File: config.mk
export PLATFORM = sky130hd
export DESIGN_NAME = ludpp_front
export DESIGN_NICKNAME = d
export VERILOG_FILES = /design/src/rtl/core/ludpp_pkg.sv /design/src/rtl/core/ludpp_front.sv
export SDC_FILE = /design/constraint.sdc
export NUM_CORES = 1
export LEC_CHECK = 0
export BUFFER_PORTS_ARGS = -buffer_cell sky130_fd_sc_hd__buf_2
export CELL_PAD_IN_SITES_DETAIL_PLACEMENT = 1
export CELL_PAD_IN_SITES_GLOBAL_PLACEMENT = 1
export CORE_MARGIN = 5
export CORE_UTILIZATION = 45
export DETAILED_ROUTE_END_ITERATION = 10
export PLACE_DENSITY_LB_ADDON = 0.1
export REMOVE_ABC_BUFFERS = 1
export SLEW_MARGIN = 20
export SYNTH_ARGS = -nofsm -noshare
export SYNTH_HDL_FRONTEND = slang
export SYNTH_SLANG_ARGS = --single-unit
File: constraint.sdc
create_clock -name clk -period 2.2 [get_ports clk]
set_input_delay 0.55 -clock clk [delete_from_list [all_inputs] [get_ports clk]]
set_output_delay 0.55 -clock clk [all_outputs]
set_load 0.005 [all_outputs]
File: src/rtl/core/ludpp_pkg.sv
// Shared types, sizes and arithmetic helpers for the LU decomposition block.
// Used by every module under rtl/core; depends on nothing.
package ludpp_pkg;

  localparam int DIM      = 4;
  localparam int IW       = $clog2(DIM);
  localparam int NSQ      = DIM * DIM;
  localparam int SQW      = $clog2(NSQ);
  localparam int NRES     = 2 * NSQ + DIM;
  localparam int EW       = $clog2(NRES);
  localparam int ACC_W    = 56;
  localparam int CFG_W    = 31;
  localparam int DIV_NUMW = 48;

  typedef enum logic [1:0] {
    KIND_LOWER = 2'd0,
    KIND_UPPER = 2'd1,
    KIND_PERM  = 2'd2
  } kind_t;

  typedef struct packed {
    logic signed [31:0] element_value;
    logic               last_element;
  } in_item_t;

  typedef struct packed {
    logic [1:0]         result_kind;
    logic [1:0]         row_index;
    logic [1:0]         col_index;
    logic signed [31:0] result_value;
    logic               last_result;
  } out_item_t;

  typedef logic [NSQ-1:0][31:0] mat_t;

  typedef struct packed {
    logic               start;
    logic signed [31:0] dividend;
    logic signed [31:0] divisor;
  } div_req_t;

  typedef struct packed {
    logic               done;
    logic signed [31:0] quotient;
  } div_rsp_t;

  typedef enum logic [3:0] {
    B_IDLE, B_CHK, B_MUL, B_ACC, B_CDIFF, B_SWAP, B_UDIFF,
    B_PIV, B_DSTART, B_DWAIT, B_NEXTK, B_EMIT
  } back_state_t;

  // Unsigned magnitude; the most negative value maps to 2^31.
  function automatic logic [31:0] mag32(input logic signed [31:0] x);
    logic [31:0] r;
    r = x[31] ? 32'(-x) : 32'(x);
    return r;
  endfunction

  // Saturate a wide signed difference to 32 bits.
  function automatic logic signed [31:0] sat32(input logic signed [ACC_W:0] x);
    logic signed [31:0] r;
    if (x > $signed({{(ACC_W-30){1'b0}}, 31'h7FFFFFFF})) r = 32'sh7FFFFFFF;
    else if (x < $signed({{(ACC_W-30){1'b1}}, 31'h0})) r = 32'sh80000000;
    else r = x[31:0];
    return r;
  endfunction

endpackage

File: src/rtl/core/ludpp_front.sv
// Input side: stores incoming elements in row-major order and hands a full
// matrix snapshot to the command queue at the last element. Uses ludpp_pkg.
module ludpp_front import ludpp_pkg::*; (
  input  logic     clk,
  input  logic     rst,
  input  logic     accept,
  input  in_item_t element,
  output logic     q_push,
  output mat_t     q_matrix
);

  mat_t           work_matrix;
  logic [SQW-1:0] load_count;

  // Merge the arriving element into the snapshot
  always_comb begin
    q_matrix = work_matrix;
    q_matrix[load_count] = element.element_value;
    q_push = accept && element.last_element;
  end

  // Store element and advance the load position
  always_ff @(posedge clk) begin
    if (accept) work_matrix[load_count] <= element.element_value;
    if (rst) begin
      load_count <= '0;
    end else if (accept) begin
      if (element.last_element || load_count == SQW'(NSQ-1)) load_count <= '0;
      else load_count <= load_count + 1'b1;
    end
  end

endmodule

==> results of run 1 <==
layout by cell type (no fill, tap or decap), types with 2 or more instances in the layout:
master        n
clkinv_1     11
nand3_4       3
mux2_2       52
buf_4        88
clkinv_2      9
clkinvlp_4    2
buf_16        9
clkbuf_16    75
ha_4          5
buf_12       59
nand4_1       3
buf_6       376
clkbuf_1     16
bufinv_16     5
mux2_4      431
dfxtp_4       4
and2_4        4
nand2b_1      2
buf_8         2
buf_2       180
a21oi_1       3
nand2_8       7
mux2_1       29
edfxtp_1    512
worst max path at each step:
stage / to / slack [ns] / depth (start not counted)
after detailed placement: q_matrix[16] / -0.11 / 6
final: q_matrix[45] / -0.63 / 7
after floorplan: q_matrix[384] / -0.32 / 4
after CTS: q_matrix[476] / -0.61 / 8
after global routing: q_matrix[45] / -0.68 / 7
after global placement: q_matrix[40] / -0.04 / 6
Yosys cell counts:
| library cell | n |
|---|---|
| mux2_2 | 383 |
| nor2b_2 | 1 |
| and2_1 | 5 |
| and2b_2 | 1 |
| nor2_1 | 2 |
| nand3_1 | 3 |
| buf_4 | 20 |
| mux2_1 | 129 |
| a211oi_1 | 1 |
| o21ai_0 | 1 |
| clkbuf_2 | 4 |
| nor4bb_1 | 1 |
| nand2b_1 | 2 |
| buf_2 | 24 |
| clkbuf_1 | 33 |
| inv_1 | 3 |
| nand4_1 | 3 |
| edfxtp_1 | 512 |
| dfxtp_1 | 4 |
| a21oi_1 | 3 |
| nand2_1 | 5 |
| nand2_2 | 4 |
| ha_1 | 5 |
| buf_6 | 6 |
| nand3_2 | 1 |
| xor2_1 | 1 |
logic make-up (layout without fill, tap and decap cells):
logic type / count (synthesis) / in the layout / share of synthesized area, %
flops: 516 / 516 / 70.3
mux: 512 / 512 / 26.2
buf+inv: 90 / 835 / 2.24
simple gates: 28 / 28 / 0.757
fa+ha+maj: 5 / 5 / 0.285
compound gates: 5 / 5 / 0.125
xor+xnor: 1 / 1 / 0.0399
per-stage QoR:
stage	setup slack [ns]	area [um2]
after floorplan	-0.324	21500
after global placement	-0.0379	26000
after detailed placement	-0.115	26000
after CTS	-0.611	29800
after global routing	-0.680	33600
final	-0.628	33600
worst register-to-register path, cell delays in order, from the launching register on:
cell	delay [ns]
dfxtp_4	0.39
inv_4	0.09
ha_4	0.17
buf_12	0.12
nand3_4	0.16
clkbuf_16	0.25
mux2_4	0.34
buf_4	0.15
registers in the layout (all words and copies together), names as in the netlist:
name and count:
load_count 4, work_matrix 512
power groups by stage:
stage          logic (W)  clock network, W  registers, W
2_1_floorplan   0.000738                 0        0.0118
3_5_place_dp     0.00204                 0        0.0118
4_1_cts          0.00240           0.00932        0.0116
5_1_grt          0.00333           0.00989        0.0117
6_report         0.00320           0.00924        0.0117
3_3_place_gp     0.00199                 0        0.0118
final cells by class:
type                            count  area, um2  share of cell area (%)
Sequential cell                   516      15500                    46.0
Inverter                            3       18.8                  0.0559
Clock inverter                     27        251                   0.749
Timing Repair Buffer              732       7700                    22.9
Multi-Input combinational cell    551       7880                    23.5
Clock buffer                       73       1490                    4.42
Tap cell                          622        778                    2.32
repair_timing:
item                       4_1_cts  5_1_grt
cloned                          15       18
pin swaps                        3        5
setup endpoints to repair      512      512
gates resized for setup        301      722
buffers inserted                30       71
metal layers:
layer  part of all wire [%]  wire (um)  vias up  global-route usage, %
met5                      0          0        -                      0
met4                    3.5       3010        0                   9.10
met3                    7.0       6040      141                   7.34
met2                     49      42500      634                   45.3
met1                     40      34600     7745                   34.6
li1                       -          -     5931                      -
==> flow_summary.json, run 1 <==
{
  "status": "finished with violations",
  "violations": "negative setup slack",
  "critPathLaunch": "load_count[0]",
  "track_usage_pct": 27.2,
  "rows": 81,
  "sequentialPowerShare_pct": 48.4,
  "final.period_utilization_pct": 129,
  "crit_path_frequent_cell": "buf_6",
  "tritoncts": "yes",
  "h-tree-depth": 2,
  "leakagePower_nw": 14.6,
  "grt_setup_unrepaired": "true",
  "die_x_um": 231,
  "cts.clk_slew.worst_paths_ns": 0.06,
  "crit_arrival_ns": 2.28,
  "grt_max_degree": 93,
  "critPathBufInv": 4,
  "yosys.area.top_type": "edfxtp_1",
  "swShare_pct": 23.1,
  "worstPathCellList": "buf_6 -> ha_4 -> and2_4 -> buf_12 -> buf_16 -> mux2_4 -> buf_6",
  "vias": 14451,
  "internal_power_w": 0.0185,
  "reg2reg_from": "load_count[1]",
  "power.density_nw_per_um2": 718,
  "power.switching_w": 0.00557,
  "ant_nets": 0,
  "critPathTopFamily": "buffers and inverters",
  "coreArea_um2": 48600,
  "drc": 0,
  "synthTopCellsByArea": "edfxtp_1 70%, mux2_2 20%, mux2_1 6.6%",
  "yosysWarnings": 0,
  "hpwl_um": 48200,
  "skew_ns": 0.0209,
  "ys_types": 26,
  "grt-ovfl-total": 0,
  "hold_viol_final": 0,
  "syn_to_final_growth_pct": 52.8,
  "place.gp.congestion": 0.795,
  "drv_cap": 0,
  "cp_max_fo": 9,
  "postCtsHoldBufs": 0,
  "setup_viol_count_final": 512,
  "ys_ff_latch": 516,
  "ff2ff_setup_slack_ns": 0.29,
  "setup_tns_ns": -264.65,
  "cts.sinks": 516,
  "die-area_um2": 53400,
  "grt_pass1_wl_um": 106000,
  "antenna_found_initial": 0,
  "die_h_um": 231,
  "drtIter0Drc": 1098,
  "hp-start": "rst",
  "antennaDiodeCount": 0,
  "power_frac_clock_pct": 38.3,
  "clock_path_buffers": 3,
  "power_frac_comb_pct": 13.3,
  "whs_ns": 0.203,
  "fin_cells": 2524,
  "cts_made_buffers": 56,
  "whs_path_depth": 2,
  "slew_viol_final": 0,
  "hold_class": "input port to flip-flop",
  "fin_util_pct": 69.1,
  "worst_pin_slew_ns": 0.575,
  "initial_utilization_pct": 45.2,
  "total_power_w": 0.0241,
  "io_buffer_count": 548,
  "drive_above_1_share_pct": 69.3,
  "grt_pass1_vias": 14442,
  "first_pass_iters": 5,
  "r2r_cells": 7,
  "relSlewSlack_pct": 61.7,
  "dpl.cell_count": 2301,
  "timing.rr.end": "work_matrix[402]",
  "fill_cells": 4021,
  "yosysSeqAreaShare_pct": 70.3,
  "fin_crit_ns": 2.83,
  "max_freq_mhz": 354,
  "peakVddDrop_uv": 800,
  "clk_latency_ns": 0.60,
  "post_drt_wl_per_cell_um": 34.1,
  "startpoint_type": "flip-flop",
  "root_buffer": "clkbuf_16",
  "endpoint_kind": "primary output",
  "avgSynthCellArea_um2": 19.0,
  "slowest_delay_ns": 0.40,
  "syn_inst": 1157,
  "fin_ws_ns": -0.628,
  "viasPerCell": 5.73,
  "required_ns": 1.65,
  "worst_path_max_delay_cell": "dfxtp_4",
  "nNetsFinal": 1901,
  "synth_top_area_share_pct": 70.0,
  "synth_area_um2": 22000,
  "routed_wl_um": 86100,
  "critical_path_class": "flip-flop to primary output",
  "min_to": "load_count[2]",
  "top_level_ports": 549
}
No activity file was read; power rests on OpenSTA's default activity.
==> run 2: changes to the inputs <==
--- a/config.mk
+++ b/config.mk
@@ -11,6 +11,7 @@
 export CORE_MARGIN = 5
 export CORE_UTILIZATION = 45
 export DETAILED_ROUTE_END_ITERATION = 10
+export MAX_ROUTING_LAYER = met4
 export PLACE_DENSITY_LB_ADDON = 0.1
 export REMOVE_ABC_BUFFERS = 1
 export SLEW_MARGIN = 20
==> flow_summary.json, run 2 (synthesized netlist as in run 1, its figures left out) <==
{
  "status": "finished with violations",
  "violations": "negative setup slack",
  "drc": 0,
  "post_drt_wl_per_cell_um": 33.7,
  "pre_cts_slack_ns": -0.115,
  "cts.sinks": 516,
  "fill_cells": 4063,
  "die-area_um2": 53400,
  "rows": 81,
  "path_depth": 7,
  "coreArea_um2": 48600,
  "cts.clk_slew.worst_paths_ns": 0.06,
  "routed_wl_um": 84900,
  "critPathBufInv": 4,
  "place.gp.congestion": 0.806,
  "track_usage_pct": 28.0,
  "grt_pass1_vias": 14421,
  "die_x_um": 231,
  "syn_to_final_growth_pct": 51.8,
  "hpwl_um": 48200,
  "critical_path_class": "flip-flop to primary output",
  "root_buffer": "clkbuf_16",
  "ant_nets": 0,
  "setup_viol_count_final": 512,
  "drive_above_1_share_pct": 68.9,
  "top_register": "work_matrix",
  "r2r_cells": 7,
  "grt_max_degree": 93,
  "relSlewSlack_pct": 61.6,
  "whs_path_depth": 2,
  "largest_register_ffs": 512,
  "power.density_nw_per_um2": 720,
  "io_buffer_count": 548,
  "drv_cap": 0,
  "cts_made_buffers": 56,
  "peakVddDrop_uv": 791,
  "startpoint_type": "flip-flop",
  "cp_max_fo": 9,
  "hold_viol_final": 0,
  "initial_utilization_pct": 45.2,
  "whs_ns": 0.206,
  "top_regs": "work_matrix (512), load_count (4)",
  "worst_path_max_delay_cell": "dfxtp_4",
  "worstPathCellList": "buf_6 -> ha_4 -> and2_4 -> buf_12 -> buf_16 -> mux2_4 -> buf_6",
  "total_power_w": 0.0240,
  "crit_arrival_ns": 2.27,
  "antenna_found_initial": 0,
  "max_freq_mhz": 354,
  "crit_path_frequent_cell": "buf_6",
  "leakagePower_nw": 14.5,
  "layout_commonest_cell": "edfxtp_1",
  "die_h_um": 231,
  "slew_viol_final": 0,
  "worst_pin_slew_ns": 0.577,
  "nNetsFinal": 1896,
  "endpoint_kind": "primary output",
  "critPathTopFamily": "buffers and inverters",
  "clock_path_buffers": 3,
  "grt-ovfl-total": 0,
  "hold_class": "input port to flip-flop",
  "vias": 14303,
  "top_level_ports": 549,
  "grt_setup_unrepaired": "true",
  "fin_util_pct": 68.6,
  "layout_common_cells": "512 x edfxtp_1, 410 x mux2_4, 356 x buf_6",
  "required_ns": 1.65,
  "tritoncts": "yes",
  "h-tree-depth": 2,
  "skew_ns": 0.0212,
  "viasPerCell": 5.68,
  "fin_ws_ns": -0.623,
  "setup_tns_ns": -266.21,
  "fin_crit_ns": 2.82,
  "final.period_utilization_pct": 128,
  "clk_latency_ns": 0.60,
  "grt_pass1_wl_um": 106000,
  "first_pass_iters": 5,
  "antennaDiodeCount": 0,
  "slowest_delay_ns": 0.40,
  "drtIter0Drc": 1273
}
## run 2: cell count changes in the layout (fill, tap and decap cells not counted), moves of 6 or more
cell,before,now
buf_4,88,82
mux2_4,431,410
buf_2,180,201
mux2_2,52,67
buf_6,376,356
mux2_1,29,35
## run 2: what timing repair did
item                                   in CTS  in global routing
setup endpoints to repair                 512                512
pin swaps                                   3                  4
endpoints found under the hold margin       0                  0
buffers inserted                           30                 65
hold buffers                                0                  0
gates resized for setup                   301                667
gates cloned                               15                 18
## run 2: worst reg2reg max path, stage by stage, from the launching register on
cell and delay [ns]:
dfxtp_4 0.40, buf_6 0.13, ha_4 0.19, and2_4 0.18, buf_12 0.14, buf_12 0.17
mux2_4 0.34, buf_4 0.14
## run 2: report_power, final
| group | internal (W) | switching (W) |
|---|---|---|
| sequential | 0.0115 | 0.000177 |
| combinational | 0.00170 | 0.00144 |
| clock | 0.00531 | 0.00391 |
| total | 0.0185 | 0.00553 |
## run 2: stage by stage
stage / cell area (um2) / std cells
after global placement: 26000 / 2301
after CTS: 29800 / 2445
after detailed placement: 26000 / 2301
after floorplan: 21500 / 1070
after global routing: 33400 / 2519
final: 33400 / 2519
## run 2: cell type report
cell class / instances / area, um2 / area share [%]
multi-input cells: 551 / 7800 / 23.4
flip-flops and latches: 516 / 15500 / 46.4
repair buffers: 727 / 7550 / 22.6
well taps: 622 / 778 / 2.33
clock buffers: 73 / 1490 / 4.46
inverters: 3 / 18.8 / 0.0563
clock inverters: 27 / 251 / 0.754
## run 2: worst paths after layout
kind	start	to	slack [ns]
max	load_count[0]	q_matrix[34]	-0.62
min	rst	load_count[2]	0.21
max reg2reg	load_count[0]	work_matrix[51]	0.27
min reg2reg	work_matrix[178]	work_matrix[178]	0.56
## run 2: routing by layer
metal  global-route usage (%)  vias up  routed length (um)
met5                        -        -                   0
met3                     6.62      126                5400
met4                     8.84        0                2720
li1                         -     5924                   -
met2                     45.2      573               41900
met1                     35.4     7680               34900
==> run 3: changes to the inputs <==
--- a/config.mk
+++ b/config.mk
@@ -13,7 +13,6 @@
 export DETAILED_ROUTE_END_ITERATION = 10
 export MAX_ROUTING_LAYER = met4
 export PLACE_DENSITY_LB_ADDON = 0.1
-export REMOVE_ABC_BUFFERS = 1
 export SLEW_MARGIN = 20
 export SYNTH_ARGS = -nofsm -noshare
 export SYNTH_HDL_FRONTEND = slang
==> constraint.sdc (replaced) <==
create_clock -name clk -period 3.1 [get_ports clk]
set_input_delay 0.775 -clock clk [delete_from_list [all_inputs] [get_ports clk]]
set_output_delay 0.775 -clock clk [all_outputs]
set_load 0.005 [all_outputs]
==> flow_summary.json, run 3 (synthesized netlist as in run 1, its figures left out) <==
{
  "syn_to_final_growth_pct": 24.4,
  "top_register": "work_matrix",
  "grt_pass1_vias": 13718,
  "post_drt_wl_per_cell_um": 28.6,
  "io_buffer_count": 548,
  "ant_nets": 0,
  "critical_path_class": "flip-flop to primary output",
  "syn_nets": 1198,
  "root_buffer": "clkbuf_16",
  "whs_path_depth": 2,
  "setup_tns_ns": 0,
  "r2r_cells": 5,
  "antenna_found_initial": 1,
  "relSlewSlack_pct": 53.9,
  "largest_register_ffs": 512,
  "postCtsHoldBufs": 0,
  "hold_class": "input port to flip-flop",
  "drv_cap": 0,
  "viasPerCell": 5.47,
  "h-tree-depth": 2,
  "drtIter0Drc": 851,
  "clk_latency_ns": 0.61,
  "pre_cts_slack_ns": 0.266,
  "grt-ovfl-total": 0,
  "seq_area_um2": 15500,
  "coreArea_um2": 48600,
  "fin_crit_ns": 3.02,
  "cts.clk_slew.worst_paths_ns": 0.06,
  "setup_viol_count_final": 0,
  "hpwl_um": 47400,
  "track_usage_pct": 25.1,
  "die_h_um": 231,
  "routed_wl_um": 68000,
  "final.period_utilization_pct": 97.5,
  "ff2ff_setup_slack_ns": 1.35,
  "min_to": "load_count[1]",
  "final_cell_area_um2": 27300,
  "slew_viol_final": 0,
  "max_freq_mhz": 331,
  "reg2reg_from": "load_count[0]",
  "layout_common_cells": "547 x buf_2, 512 x edfxtp_1, 384 x mux2_2",
  "initial_utilization_pct": 45.2,
  "tritoncts": "yes",
  "vias": 13007,
  "power.density_nw_per_um2": 575,
  "die-area_um2": 53400,
  "hp-start": "rst",
  "nNetsFinal": 1757,
  "clock_path_buffers": 3,
  "leakagePower_nw": 10.5,
  "timing.rr.end": "work_matrix[91]",
  "critPathLaunch": "load_count[3]",
  "skew_ns": 0.0334,
  "cts.sinks": 516,
  "endpoint_kind": "primary output",
  "drc": 0,
  "multiInputGateArea_um2": 6130,
  "fin_ws_ns": 0.0772,
  "place.gp.congestion": 0.800,
  "peakVddDrop_uv": 468,
  "top_regs": "work_matrix (512), load_count (4)",
  "required_ns": 2.32,
  "worst_pin_slew_ns": 0.691,
  "cts_made_buffers": 55,
  "startpoint_type": "flip-flop",
  "total_power_w": 0.0157,
  "drive_above_1_share_pct": 61.0,
  "grt_max_degree": 114,
  "top_level_ports": 549,
  "dpl_cell_area_um2": 25500,
  "cp_max_fo": 10,
  "hold_viol_final": 0,
  "crit_arrival_ns": 2.25,
  "rows": 81,
  "first_pass_iters": 4,
  "status": "finished clean",
  "die_x_um": 231,
  "grt_pass1_wl_um": 96900,
  "fill_cells": 4569,
  "layout_commonest_cell": "buf_2"
}
==> run 3: worst max path at each step <==
stage / end / slack (ns)
6_report: q_matrix[249] / 0.08
5_1_grt: q_matrix[75] / -0.0009
4_1_cts: q_matrix[244] / 0.002
3_5_place_dp: q_matrix[401] / 0.27
3_3_place_gp: q_matrix[394] / 0.38
2_1_floorplan: q_matrix[24] / 0.86
==> run 3: stage by stage <==
step / utilization, % / hold slack, ns / instances
after floorplan: - / 0.490 / 1157
after detailed placement: 52.3 / 0.541 / 2275
after global routing: 56.2 / 0.364 / 2378
after global placement: 52.3 / 0.510 / 2275
final: 56.2 / 0.374 / 2378
after CTS: 56.1 / 0.332 / 2376
==> run 3: metal layers <==
layer / wire length [um] / vias to the layer above / share of wire [%] / global-route usage, %
li1: - / 5663 / - / -
met1: 27500 / 6852 / 40 / 30.7
met2: 34100 / 416 / 50 / 41.3
met3: 4900 / 76 / 7.2 / 7.22
met4: 1430 / 0 / 2.1 / 6.43
met5: 0 / - / 0 / -
==> run 3: repair_timing <==
item                       CTS  global route
gates cloned                 1             1
buffers inserted             4             0
setup endpoints to repair  455            90
resized for setup           41             9
==> run 3: final cells by class <==
cell class	instances	share of cell area, %
flip-flops and latches	516	56.6
multi-input cells	551	22.4
repair buffers	589	12.2
clock buffers	72	5.34
well taps	622	2.85
clock inverters	24	0.535
inverters	3	0.0412
diodes	1	0.00915
==> run 3: critical path: stages, from the launching register on <==
cell and delay (ns):
dfxtp_4 0.44, and2b_2 0.28, nand2_2 0.13, buf_4 0.24, mux2_1 0.39, buf_2 0.16
==> run 3: where the power goes <==
part / leakage (nW) / total, W / switching [W] / internal [W]
combinational: 4.68 / 0.00146 / 0.000866 / 0.000596
clock: 0.791 / 0.00603 / 0.00265 / 0.00337
sequential: 5.05 / 0.00824 / 0.0000931 / 0.00815
