File: src/rtl/core/ludpp_pkg.sv
// Shared types, sizes and arithmetic helpers for the LU decomposition block.
// Used by every module under rtl/core; depends on nothing.
package ludpp_pkg;

  localparam int DIM      = 4;
  localparam int IW       = $clog2(DIM);
  localparam int NSQ      = DIM * DIM;
  localparam int SQW      = $clog2(NSQ);
  localparam int NRES     = 2 * NSQ + DIM;
  localparam int EW       = $clog2(NRES);
  localparam int ACC_W    = 56;
  localparam int CFG_W    = 31;
  localparam int DIV_NUMW = 48;

  typedef enum logic [1:0] {
    KIND_LOWER = 2'd0,
    KIND_UPPER = 2'd1,
    KIND_PERM  = 2'd2
  } kind_t;

  typedef struct packed {
    logic signed [31:0] element_value;
    logic               last_element;
  } in_item_t;

  typedef struct packed {
    logic [1:0]         result_kind;
    logic [1:0]         row_index;
    logic [1:0]         col_index;
    logic signed [31:0] result_value;
    logic               last_result;
  } out_item_t;

  typedef logic [NSQ-1:0][31:0] mat_t;

  typedef struct packed {
    logic               start;
    logic signed [31:0] dividend;
    logic signed [31:0] divisor;
  } div_req_t;

  typedef struct packed {
    logic               done;
    logic signed [31:0] quotient;
  } div_rsp_t;

  typedef enum logic [3:0] {
    B_IDLE, B_CHK, B_MUL, B_ACC, B_CDIFF, B_SWAP, B_UDIFF,
    B_PIV, B_DSTART, B_DWAIT, B_NEXTK, B_EMIT
  } back_state_t;

  // Unsigned magnitude; the most negative value maps to 2^31.
  function automatic logic [31:0] mag32(input logic signed [31:0] x);
    logic [31:0] r;
    r = x[31] ? 32'(-x) : 32'(x);
    return r;
  endfunction

  // Saturate a wide signed difference to 32 bits.
  function automatic logic signed [31:0] sat32(input logic signed [ACC_W:0] x);
    logic signed [31:0] r;
    if (x > $signed({{(ACC_W-30){1'b0}}, 31'h7FFFFFFF})) r = 32'sh7FFFFFFF;
    else if (x < $signed({{(ACC_W-30){1'b1}}, 31'h0})) r = 32'sh80000000;
    else r = x[31:0];
    return r;
  endfunction

endpackage

File: src/rtl/core/ludpp_queue.sv
// Single-entry matrix queue between front and back, so each side can stall
// on its own. Uses ludpp_pkg.
module ludpp_queue import ludpp_pkg::*; (
  input  logic clk,
  input  logic rst,
  input  logic push,
  input  mat_t push_matrix,
  input  logic pop,
  output logic valid,
  output mat_t matrix
);

  // Hold one pending matrix until the back end takes it
  always_ff @(posedge clk) begin
    if (push) matrix <= push_matrix;
    if (rst) valid <= 1'b0;
    else if (push) valid <= 1'b1;
    else if (pop) valid <= 1'b0;
  end

endmodule

File: config.mk
export PLATFORM = sky130hd
export DESIGN_NAME = ludpp_queue
export DESIGN_NICKNAME = d
export VERILOG_FILES = /design/src/rtl/core/ludpp_pkg.sv /design/src/rtl/core/ludpp_queue.sv
export SDC_FILE = /design/constraint.sdc
export NUM_CORES = 1
export LEC_CHECK = 0
export ABC_AREA = 1
export BUFFER_PORTS_ARGS = -buffer_cell sky130_fd_sc_hd__buf_2
export CAP_MARGIN = 5
export CORE_AREA = 2 2 401 403
export CTS_BUF_LIST = sky130_fd_sc_hd__clkbuf_8
export DETAILED_ROUTE_END_ITERATION = 10
export DIE_AREA = 0 0 403 405
export PLACE_DENSITY = 0.3
export SLEW_MARGIN = 15
export SYNTH_ARGS = -nofsm -noshare
export SYNTH_HDL_FRONTEND = slang
export SYNTH_SLANG_ARGS = --single-unit
File: constraint.sdc
create_clock -name clk -period 0.8 [get_ports clk]
set_input_delay 0.16 -clock clk [delete_from_list [all_inputs] [get_ports clk]]
set_output_delay 0.16 -clock clk [all_outputs]
set_load 0.005 [all_outputs]
==> out/summary.txt, run 1 <==
status - stopped before the end
Stopped at - clock tree synthesis (4_1_cts)
Err - [ERROR RSZ-0060] Max buffer count reached.
clk buf depth - 3
post-synth cell types - 5
Synth async-reset ratio - 0
initial core utilization - 0.0968
Syn Nets - 1,033
Root Driver - clkbuf_8
number of flops mapped to enable cells by yosys - 512
Post-CTS Resized - 52
Placer Congestion - 0.856
most frequent cell after synthesis - edfxtp_1
placed insts - 3,672
Most used DFF post-synth - edfxtp_1
Area contributors post-synth - edfxtp_1 (100%), dfxtp_1 (0.13%), a21oi_2 (0.057%), inv_1 (0.049%), nand2_1 (0.024%)
PortBufs - 1,028
Post-CTS Setup Inserts - 1
Die X - 403 um
Cell Area, Synth - 15,400 um^2
Synth warnings - 0
post-synthesis sequential area ratio - 0.999
# hold bufs at CTS - 770
area leader, netlist - edfxtp_1
Top Ports - 1,029
Seq cells post-synth - 513
FP Rows - 147
Yosys top cell area share - 0.997
Post-DP HPWL - 67,900 um
Syn Area/Cell - 29.8 um^2
Post-synth top cells - edfxtp_1 (512), inv_1 (2), a21oi_2 (1), dfxtp_1 (1), nand2_1 (1)
Die Y - 405 um
cell count after synthesis - 517
CTS Buf Count - 95
clk sinks - 513
Clock H-tree levels - 3
## cells by family after synthesis
group | count (synthesis) | share of synthesized area
DFF | 513 | 0.999
buffers and inverters | 2 | 0.000487
and+or+nand+nor | 1 | 0.000243
AOI/OAI and AO/OA | 1 | 0.000568
## per-stage QoR
stage	worst slack, ns	area [um^2]
2_1_floorplan	0.260	15400
3_5_place_dp	-0.429	23700
3_3_place_gp	-0.408	23700
==> run 2: changes to the inputs <==
- CORE_AREA: 2 2 401 403 -> 2 2 399 401
- CTS_BUF_LIST: sky130_fd_sc_hd__clkbuf_8 -> not set
- DIE_AREA: 0 0 403 405 -> 0 0 401 403
- PLACE_DENSITY: 0.3 -> not set
- PLACE_DENSITY_LB_ADDON: not set -> 0.15
==> run 2 against run 1 <==
  * The flow now finishes, with violations (negative setup slack)
  * Synthesized cell count unchanged
  * Area after synthesis unchanged
==> out/summary.txt, run 2 <==
status - finished, violations left (was stopped before the end)
violated checks - negative setup slack
Root Driver - clkbuf_16 (was clkbuf_8)
Die X - 401 um (was 403 um)
Synth Area in Simple Gates - 0.000244 (unchanged)
Rel. slew slack - 0.797
detailed-route via count - 12.3k
Biggest register - matrix
TritonCTS clock tree - done
most common cell after layout, fill and taps aside - buf_2
largest family of logic cells by synthesized area - compound AO/OA/AOI/OAI gates (unchanged)
Clock power frac - 0.439
LEAKAGE - 12.8 nW
Util after Layout - 0.200
clk buf depth - 3 (unchanged)
Seq cells post-synth - 513 (unchanged)
total power - 72.0 mW
fin cells - 4,307
largest registers - matrix (512), valid (1)
Psw - 16.7 mW
crit-path max FO - 1
slowest cell on the critical path - edfxtp_1
Setup Skew - 0 ns
critical path capture point type - output port
final hold vios - 0
Via-to-Cell Ratio - 2.85
Largest register FFs - 512
Reg power frac - 0.454
Int Power - 55.3 mW
CP peak stage delay - 0.53 ns
switching part of the total - 0.232
Max-cap violations - 0
DRC Markers - 0
hold slack - 0.103 ns
Die Area - 162,000 um^2
RSZ-0062 raised after global routing - yes
clk sinks - 513 (unchanged)
vias in the first global route - 13.7k
Most used DFF post-synth - edfxtp_1 (unchanged)
Clock H-tree levels - 3 (unchanged)
Placed Area - 23,700 um^2 (about the same)
Post-Synth Adder-Cell Area - 0 (unchanged)
Synth Area in Compound Gates - 0.000568 (unchanged)
Gate power share - 0.107
FP Rows - 146 (was 147)
Post-synth top cells - edfxtp_1 (512), inv_1 (2), a21oi_2 (1), dfxtp_1 (1), nand2_1 (1) (unchanged)
cells along the critical path - buf_2
peak supply drop - 1500 uV
Iteration-0 DRC Markers - 429
post-route cell area - 31,500 um^2
Clock Pin Slew Worst Setup and Hold Paths - 0.06 ns
cell count after synthesis - 517 (unchanged)
Worst path top cell family by delay - flip-flops
Final TNS setup - -264.51 ns
fraction of layout cells with a size suffix above 1 - 0.527
arrival time worst endpoint - 1.36 ns
Die Y - 403 um (was 405 um)
final worst setup slack - -0.720 ns
post-synth cell types - 5 (unchanged)
Placer Congestion - 0.811 (was 0.856)
Synth warnings - 0 (unchanged)
CP Class - reg -> out
Tot GR Track Use - 0.101
Period minus WS final - 1.52 ns
number of flops mapped to enable cells by yosys - 512 (unchanged)
core area - 157,000 um^2
area leader, netlist - edfxtp_1 (unchanged)
antenna violations before repair - 50
Cell Area, Synth - 15,400 um^2 (unchanged)
FILL cells - 17.1k
first-pass GRT wire length - 112,000 um
PortBufs - 1,028 (unchanged)
Final nets - 2,695
Final setup viols - 513
post-synthesis sequential area ratio - 0.999 (unchanged)
Place WS - -0.399 ns (was -0.429 ns)
CP bufs+invs - 1
wire length per cell - 19.6 um
hold crit path type - in -> reg
Slew @ Worst Pin - 0.305 ns
placed insts - 3,662 (was 3,672)
post-route ant nets - 0
Synth async-reset ratio - 0 (unchanged)
initial core utilization - 0.0979 (was 0.0968)
most frequent cells in the layout - buf_2 (976), dlygate4sd3_1 (515), edfxtp_1 (512)
Area contributors post-synth - edfxtp_1 (100%), dfxtp_1 (0.13%), a21oi_2 (0.057%), inv_1 (0.049%), nand2_1 (0.024%) (unchanged)
Syn Nets - 1,033 (unchanged)
drt pass-1 iters - 4
CTS Buf Count - 70 (was 95)
Post-DP HPWL - 69,600 um (was 67,900 um)
fmax - 658 MHz
type of origin of the critical path - flip-flop
post-synthesis xor/xnor area fraction - 0 (unchanged)
area grow syn2layout - 104%
most frequent cell after synthesis - edfxtp_1 (unchanged)
WP data required - 0.64 ns
post-synthesis mux area share - 0 (unchanged)
power per cell area - 2290 nW/um^2
final WL - 84,400 um
Skew-Pair Late Insertion Delay - 0.64 ns
fin crit share - 1.90
pin count of the biggest net entering global routing - 40
Top Ports - 1,029 (unchanged)
remaining global-route overflow - 0
Yosys top cell area share - 0.997 (unchanged)
fin. max-slew vios - 0
Syn Area/Cell - 29.8 um^2 (unchanged)
[run 2: cell counts after synthesis]
Identical to the previous run, type by type.
[run 2: power by group through the flow]
stage | logic (mW) | clock network (mW) | registers (mW)
3_3_place_gp | 5.46 | 0 | 33.2
4_1_cts | 7.88 | 33.1 | 32.7
2_1_floorplan | 0.00591 | 0 | 33.4
3_5_place_dp | 5.43 | 0 | 33.2
6_report | 7.69 | 31.6 | 32.7
5_1_grt | 8.35 | 34.0 | 32.9
[run 2: timing repair]
action | CTS | global route
hold buffers | 516 | 0
endpoints found under the hold margin | 549 | 0
gates resized for setup | 46 | 52
endpoints found under the setup margin | 513 | 825
setup buffers | 1 | 0
[run 2: cell families (layout without fill, tap and decap cells)]
logic type             count (synthesis)  count (layout)
AO/OA/AOI/OAI                          1               1
buffers and inverters                  2            1714
flip-flops                           513             513
other                                  0               6
AND/OR/NAND/NOR                        1               1
[run 2: final timing paths]
kind | slack [ns] | to | cells after the start | start
max reg2reg | 0.14 | valid | 3 | valid
max | -0.72 | matrix[412] | 1 | matrix[412]
min | 0.10 | matrix[427] | 3 | push
min reg2reg | 0.59 | valid | 3 | valid
[run 2: final cells by class]
class,count,area (um^2),area share
Antenna cell,6,15.0,0.000477
Clock buffer,86,1880,0.0596
Clock inverter,36,429,0.0136
Inverter,2,7.51,0.000238
Multi-Input combinational cell,2,12.5,0.000397
Sequential cell,513,15400,0.489
Tap cell,2072,2590,0.0823
Timing Repair Buffer,1590,11200,0.354
[run 2: worst reg2reg max path, stage by stage, from the launching register on]
cell and delay [ns]:
dfxtp_2 0.32, buf_4 0.12, nand2_1 0.06, a21oi_2 0.04
[run 2: metal layers]
layer / part of all wire / track usage
met3: 0.11 / 0.0481
met1: 0.36 / 0.106
met4: 0.027 / 0.0276
met5: 0.00036 / 0
met2: 0.51 / 0.181
(Power assumes the default switching activity.)
==> run 3: changes to the inputs <==
- CORE_AREA: 2 2 399 401 -> 2 2 398 400
- DIE_AREA: 0 0 401 403 -> 0 0 400 402
- REMOVE_ABC_BUFFERS: not set -> 1
- SLEW_MARGIN: 15 -> not set
==> run 3 against run 2 <==
  * The run still ends with negative setup slack left
  * Utilization decreased by 0.29 points
  * Sequential power about the same
  * Via count decreased by 1.7%
  * Die area decreased by 0.50%
  * Critical path depth unchanged
  * Setup slack improved by 0.061 ns
  * Non-clock buffer count decreased by 10
  * Register-to-register slack improved by 0.12 ns
  * Cell count decreased by 0.35%
  * First-iteration DRC count increased by 37%
  * Worst hold slack got worse by 0.045 ns
  * Critical endpoint is now matrix[58]
  * Largest cell class unchanged
==> out/summary.txt, run 3 (synthesis gave the netlist of run 2 again) <==
TritonCTS clock tree - done (unchanged)
hold crit path type - in -> reg (unchanged)
initial core utilization - 0.0981 (was 0.0979)
Iteration-0 DRC Markers - 589 (was 429)
Largest register FFs - 512 (unchanged)
Biggest register - matrix (unchanged)
core area - 157,000 um^2 (about the same)
Placer Congestion - 1.00 (was 0.811)
final WL - 73,200 um (was 84,400 um)
most common cell after layout, fill and taps aside - buf_2 (unchanged)
Root Driver - clkbuf_16 (unchanged)
CTS Buf Count - 66 (was 70)
CP bufs+invs - 1 (unchanged)
pin count of the biggest net entering global routing - 45 (was 40)
first-pass GRT wire length - 97,800 um (was 112,000 um)
FP Rows - 146 (unchanged)
total power - 69.2 mW (was 72.0 mW)
fin cells - 4,292 (was 4,307)
fin. max-slew vios - 0 (unchanged)
Period minus WS final - 1.46 ns (was 1.52 ns)
type of origin of the critical path - flip-flop (unchanged)
status - finished, violations left (unchanged)
clk buf depth - 3 (unchanged)
post-route ant nets - 0 (unchanged)
Skew-Pair Late Insertion Delay - 0.64 ns (about the same)
CP Class - reg -> out (unchanged)
fraction of layout cells with a size suffix above 1 - 0.525 (was 0.527)
WP data required - 0.64 ns (about the same)
detailed-route via count - 12.0k (was 12.3k)
CP peak stage delay - 0.46 ns (was 0.53 ns)
fmax - 685 MHz (was 658 MHz)
Final nets - 2,681 (was 2,695)
RSZ-0062 raised after global routing - yes (unchanged)
slowest cell on the critical path - edfxtp_1 (unchanged)
Place WS - -0.358 ns (was -0.399 ns)
Die Y - 402 um (was 403 um)
Worst path top cell family by delay - flip-flops (unchanged)
DRC Markers - 0 (unchanged)
LEAKAGE - 12.5 nW (was 12.8 nW)
arrival time worst endpoint - 1.30 ns (was 1.36 ns)
clk sinks - 513 (unchanged)
Setup Skew - 0 ns (unchanged)
FILL cells - 17.1k (about the same)
drt pass-1 iters - 4 (unchanged)
peak supply drop - 1460 uV (was 1500 uV)
crit-path max FO - 1 (unchanged)
Max-cap violations - 0 (unchanged)
final hold vios - 0 (unchanged)
antenna violations before repair - 21 (was 50)
most frequent cells in the layout - buf_2 (1,008), dlygate4sd3_1 (515), edfxtp_1 (512) (was buf_2 (976), dlygate4sd3_1 (515), edfxtp_1 (512))
PortBufs - 1,028 (unchanged)
largest registers - matrix (512), valid (1) (unchanged)
placed insts - 3,654 (was 3,662)
final worst setup slack - -0.660 ns (was -0.720 ns)
power per cell area - 2230 nW/um^2 (was 2290 nW/um^2)
Clock Pin Slew Worst Setup and Hold Paths - 0.05 ns (was 0.06 ns)
Final TNS setup - -257.67 ns (was -264.51 ns)
Top Ports - 1,029 (unchanged)
vias in the first global route - 13.6k (was 13.7k)
Rel. slew slack - 0.741 (was 0.797)
Via-to-Cell Ratio - 2.81 (was 2.85)
Die X - 400 um (was 401 um)
wire length per cell - 17.1 um (was 19.6 um)
Final setup viols - 513 (unchanged)
Post-DP HPWL - 58,800 um (was 69,600 um)
critical path capture point type - output port (unchanged)
cells along the critical path - buf_2 (unchanged)
area grow syn2layout - 101% (was 104%)
fin crit share - 1.82 (was 1.90)
remaining global-route overflow - 0 (unchanged)
Clock H-tree levels - 3 (unchanged)
Die Area - 161,000 um^2 (was 162,000 um^2)
Slew @ Worst Pin - 0.387 ns (was 0.305 ns)
violated checks - negative setup slack (unchanged)
Tot GR Track Use - 0.0872 (was 0.101)
==> run 3: cell count changes in the layout (fill, tap and decap cells not counted), moves of 2 or more <==
cell       change
clkinv_1       +5
inv_6          -2
clkinv_8       +3
clkinv_2       +6
clkbuf_16      -4
buf_6         -33
clkbuf_1       -5
bufinv_16      -2
buf_4          -4
inv_16         -2
buf_2         +32
buf_12         -4
==> run 3: final cells by class <==
cell class	count	area [um^2]	share of cell area
Sequential cell	513	15400	0.497
Timing Repair Buffer	1580	10800	0.349
Tap cell	2072	2590	0.0837
Clock buffer	77	1760	0.0567
Clock inverter	41	363	0.0117
Multi-Input combinational cell	2	12.5	0.000404
Antenna cell	5	12.5	0.000404
Inverter	2	7.51	0.000242
==> run 3: worst paths after layout <==
kind / startpoint / to / slack, ns / cells past startpoint
setup reg to reg: valid / valid / 0.26 / 2
hold / removal: push / matrix[375] / 0.06 / 2
setup / recovery: matrix[58] / matrix[58] / -0.66 / 1
hold reg to reg: valid / valid / 0.46 / 2
==> run 3: per-layer routing <==
layer | track usage | routed length (um)
met3 | 0.0305 | 7900
met2 | 0.155 | 37500
met1 | 0.0909 | 25100
met5 | 0 | 13
met4 | 0.0422 | 2670
==> run 3: per-stage QoR <==
step	cell area, um^2	utilization	hold WS [ns]
5_1_grt	30900	0.197	0.00635
4_1_cts	30900	0.197	0.0327
6_report	31000	0.197	0.0573
2_1_floorplan	15400	-	0.222
3_5_place_dp	23600	0.150	0.333
3_3_place_gp	23600	0.150	0.337
==> run 3: worst reg2reg max path: stages (launching register included) <==
cell     delay [ns]
dfxtp_2        0.32
nand2_1        0.06
a21oi_2        0.10
==> run 3: where the power goes <==
group / switching (mW) / total [mW] / internal, mW
clock: 11.9 / 29.2 / 17.3
sequential: 0.605 / 32.6 / 32.0
combinational: 3.27 / 7.37 / 4.09
==> run 3: repair_timing <==
action                     in CTS  in global routing
setup endpoints to repair     513                517
gates resized for setup        12                 20
hold buffers                  516                  0
setup buffers                   0                  0
hold endpoints to repair      518                  0
cloned                          0                  0
==> run 4: changes to the inputs <==
- PLACE_DENSITY_LB_ADDON: 0.15 -> 0.25
==> run 4 against run 3 <==
  * The run still ends with negative setup slack left
  * Sequential share of layout area is 0.25 points lower
  * Routed wire length up 21%
  * First-iteration DRC count rose by 37%
  * Clock power is essentially flat
  * Combinational power rose by 5.7%
  * Critical path type unchanged
  * Non-clock buffer count unchanged
  * Sequential power about the same
  * Setup slack worse by 0.087 ns
  * Cell count fell by 0.12%
  * Critical endpoint is now matrix[283]
==> out/summary.txt, run 4 (synthesis gave the netlist of run 2 again) <==
CP Class - reg -> out (unchanged)
worst reg-to-reg setup slack - 0.09 ns (was 0.26 ns)
Slew @ Worst Pin - 0.314 ns (was 0.387 ns)
Top Ports - 1,029 (unchanged)
TritonCTS clock tree - done (unchanged)
Rel. slew slack - 0.790 (was 0.741)
CP bufs+invs - 1 (unchanged)
Root Driver - clkbuf_16 (unchanged)
Final nets - 2,676 (was 2,681)
Skew-Pair Late Insertion Delay - 0.64 ns (about the same)
Worst path top cell family by delay - flip-flops (unchanged)
fin crit share - 1.93 (was 1.82)
drt pass-1 iters - 7 (was 4)
FILL cells - 17.0k (was 17.1k)
LEAKAGE - 12.6 nW (was 12.5 nW)
Die Area - 161,000 um^2 (unchanged)
FP Rows - 146 (unchanged)
Clock Pin Slew Worst Setup and Hold Paths - 0.07 ns (was 0.05 ns)
hold crit path type - in -> reg (unchanged)
DRC Markers - 0 (unchanged)
RSZ-0062 raised after global routing - yes (unchanged)
Via-to-Cell Ratio - 2.91 (was 2.81)
largest registers - matrix (512), valid (1) (unchanged)
status - finished, violations left (unchanged)
critical path capture point type - output port (unchanged)
first-pass GRT wire length - 114,000 um (was 97,800 um)
RR Startpoint - valid (unchanged)
Biggest register - matrix (unchanged)
hold slack - 0.115 ns (was 0.0573 ns)
antenna violations before repair - 42 (was 21)
Clock H-tree levels - 2 (was 3)
Largest register FFs - 512 (unchanged)
fin. max-slew vios - 0 (unchanged)
initial core utilization - 0.0981 (unchanged)
crit-path max FO - 1 (unchanged)
final hold vios - 0 (unchanged)
arrival time worst endpoint - 1.39 ns (was 1.30 ns)
final worst setup slack - -0.747 ns (was -0.660 ns)
type of origin of the critical path - flip-flop (unchanged)
cells along the critical path - buf_2 (unchanged)
violated checks - negative setup slack (unchanged)
slowest cell on the critical path - edfxtp_1 (unchanged)
WP data required - 0.64 ns (about the same)
peak supply drop - 1660 uV (was 1460 uV)
final WL - 89,000 um (was 73,200 um)
most frequent cells in the layout - buf_2 (985), dlygate4sd3_1 (515), edfxtp_1 (512) (was buf_2 (1,008), dlygate4sd3_1 (515), edfxtp_1 (512))
area of the multi-input gates - 12.5 um^2 (unchanged)
clk sinks - 513 (unchanged)
Die Y - 402 um (unchanged)
core area - 157,000 um^2 (unchanged)
Placer Congestion - 0.967 (was 1.00)
pin count of the biggest net entering global routing - 50 (was 45)
Tot GR Track Use - 0.105 (was 0.0872)
Util after Layout - 0.198 (was 0.197)
area grow syn2layout - 102% (was 101%)
CTS Buf Count - 61 (was 66)
Die X - 400 um (unchanged)
Post-DP HPWL - 72,400 um (was 58,800 um)
CP peak stage delay - 0.53 ns (was 0.46 ns)
Iteration-0 DRC Markers - 805 (was 589)
fmax - 646 MHz (was 685 MHz)
Max-cap violations - 0 (unchanged)
Final setup viols - 515 (was 513)
Reg2Reg Depth - 3 (was 2)
Period minus WS final - 1.55 ns (was 1.46 ns)
power per cell area - 2240 nW/um^2 (was 2230 nW/um^2)
wire length per cell - 20.7 um (was 17.1 um)
vias in the first global route - 13.1k (was 13.6k)
FF+latch area - 15,400 um^2 (about the same)
most common cell after layout, fill and taps aside - buf_2 (unchanged)
RR Endpoint - valid (unchanged)
Hold Path End - matrix[21] (was matrix[375])
post-route ant nets - 0 (unchanged)
PortBufs - 1,028 (unchanged)
remaining global-route overflow - 0 (unchanged)
fraction of layout cells with a size suffix above 1 - 0.525 (about the same)
detailed-route via count - 12.5k (was 12.0k)
Worst Hold Depth - 3 (was 2)
HP Start - push (unchanged)
clk buf depth - 3 (unchanged)
Setup Skew - 0 ns (unchanged)
## run 4: cell types whose count changed in the layout (fill, tap and decap cells not counted), sizes merged
cell	previous run	this run
clkinv	35	22
clkbuf	77	69
bufinv	5	9
clkinvlp	1	7
inv	2	8
## run 4: through the flow
stage / setup TNS [ns] / std cells / power, mW / area (um^2) / setup slack [ns]
after floorplan: 0 / 517 / 33.4 / 15400 / 0.260
after global placement: -140.00 / 3653 / 38.9 / 23600 / -0.358
after detailed placement: -139.82 / 3653 / 38.9 / 23600 / -0.356
after CTS: -312.30 / 4281 / 71.2 / 31000 / -0.817
after global routing: -312.23 / 4285 / 72.7 / 31100 / -0.841
final: -266.98 / 4287 / 69.8 / 31100 / -0.747
## run 4: routing by layer
layer / wire [um] / global-route usage / vias to the layer above / part of all wire
li1: - / - / 5427 / -
met1: 35000 / 0.124 / 6237 / 0.39
met2: 43300 / 0.178 / 695 / 0.49
met3: 8630 / 0.0407 / 124 / 0.097
met4: 1970 / 0.0219 / 4 / 0.022
met5: 30 / 0 / - / 0.00034
## run 4: repair_timing
item	in CTS	in global routing
hold endpoints to repair	515	0
endpoints found under the setup margin	513	513
hold buffers	515	0
pin swaps	0	0
buffers inserted	0	1
gates resized for setup	54	19
## run 4: worst max path at each step
| stage | from | slack, ns | cells past startpoint | end |
|---|---|---|---|---|
| floorplan | valid | 0.26 | 2 | valid |
| global placement | push | -0.36 | 3 | matrix[369] |
| detailed placement | push | -0.36 | 3 | matrix[59] |
| CTS | matrix[239] | -0.82 | 1 | matrix[239] |
| global route | matrix[239] | -0.84 | 1 | matrix[239] |
| finish | matrix[283] | -0.75 | 1 | matrix[283] |
## run 4: where the power goes
group | total [mW] | internal, mW | switching, mW
logic | 7.79 | 4.24 | 3.55
registers | 32.8 | 32.0 | 0.860
clock network | 29.2 | 17.2 | 12.0
## run 4: cell type report
cell class | instances | share of cell area
antenna | 5 | 0.000402
timing repair buffer | 1580 | 0.354
sequential | 513 | 0.495
clock inverter | 44 | 0.0153
inverter | 2 | 0.000241
multi-input combinational | 2 | 0.000402
clock buffer | 69 | 0.0514
tap | 2072 | 0.0833
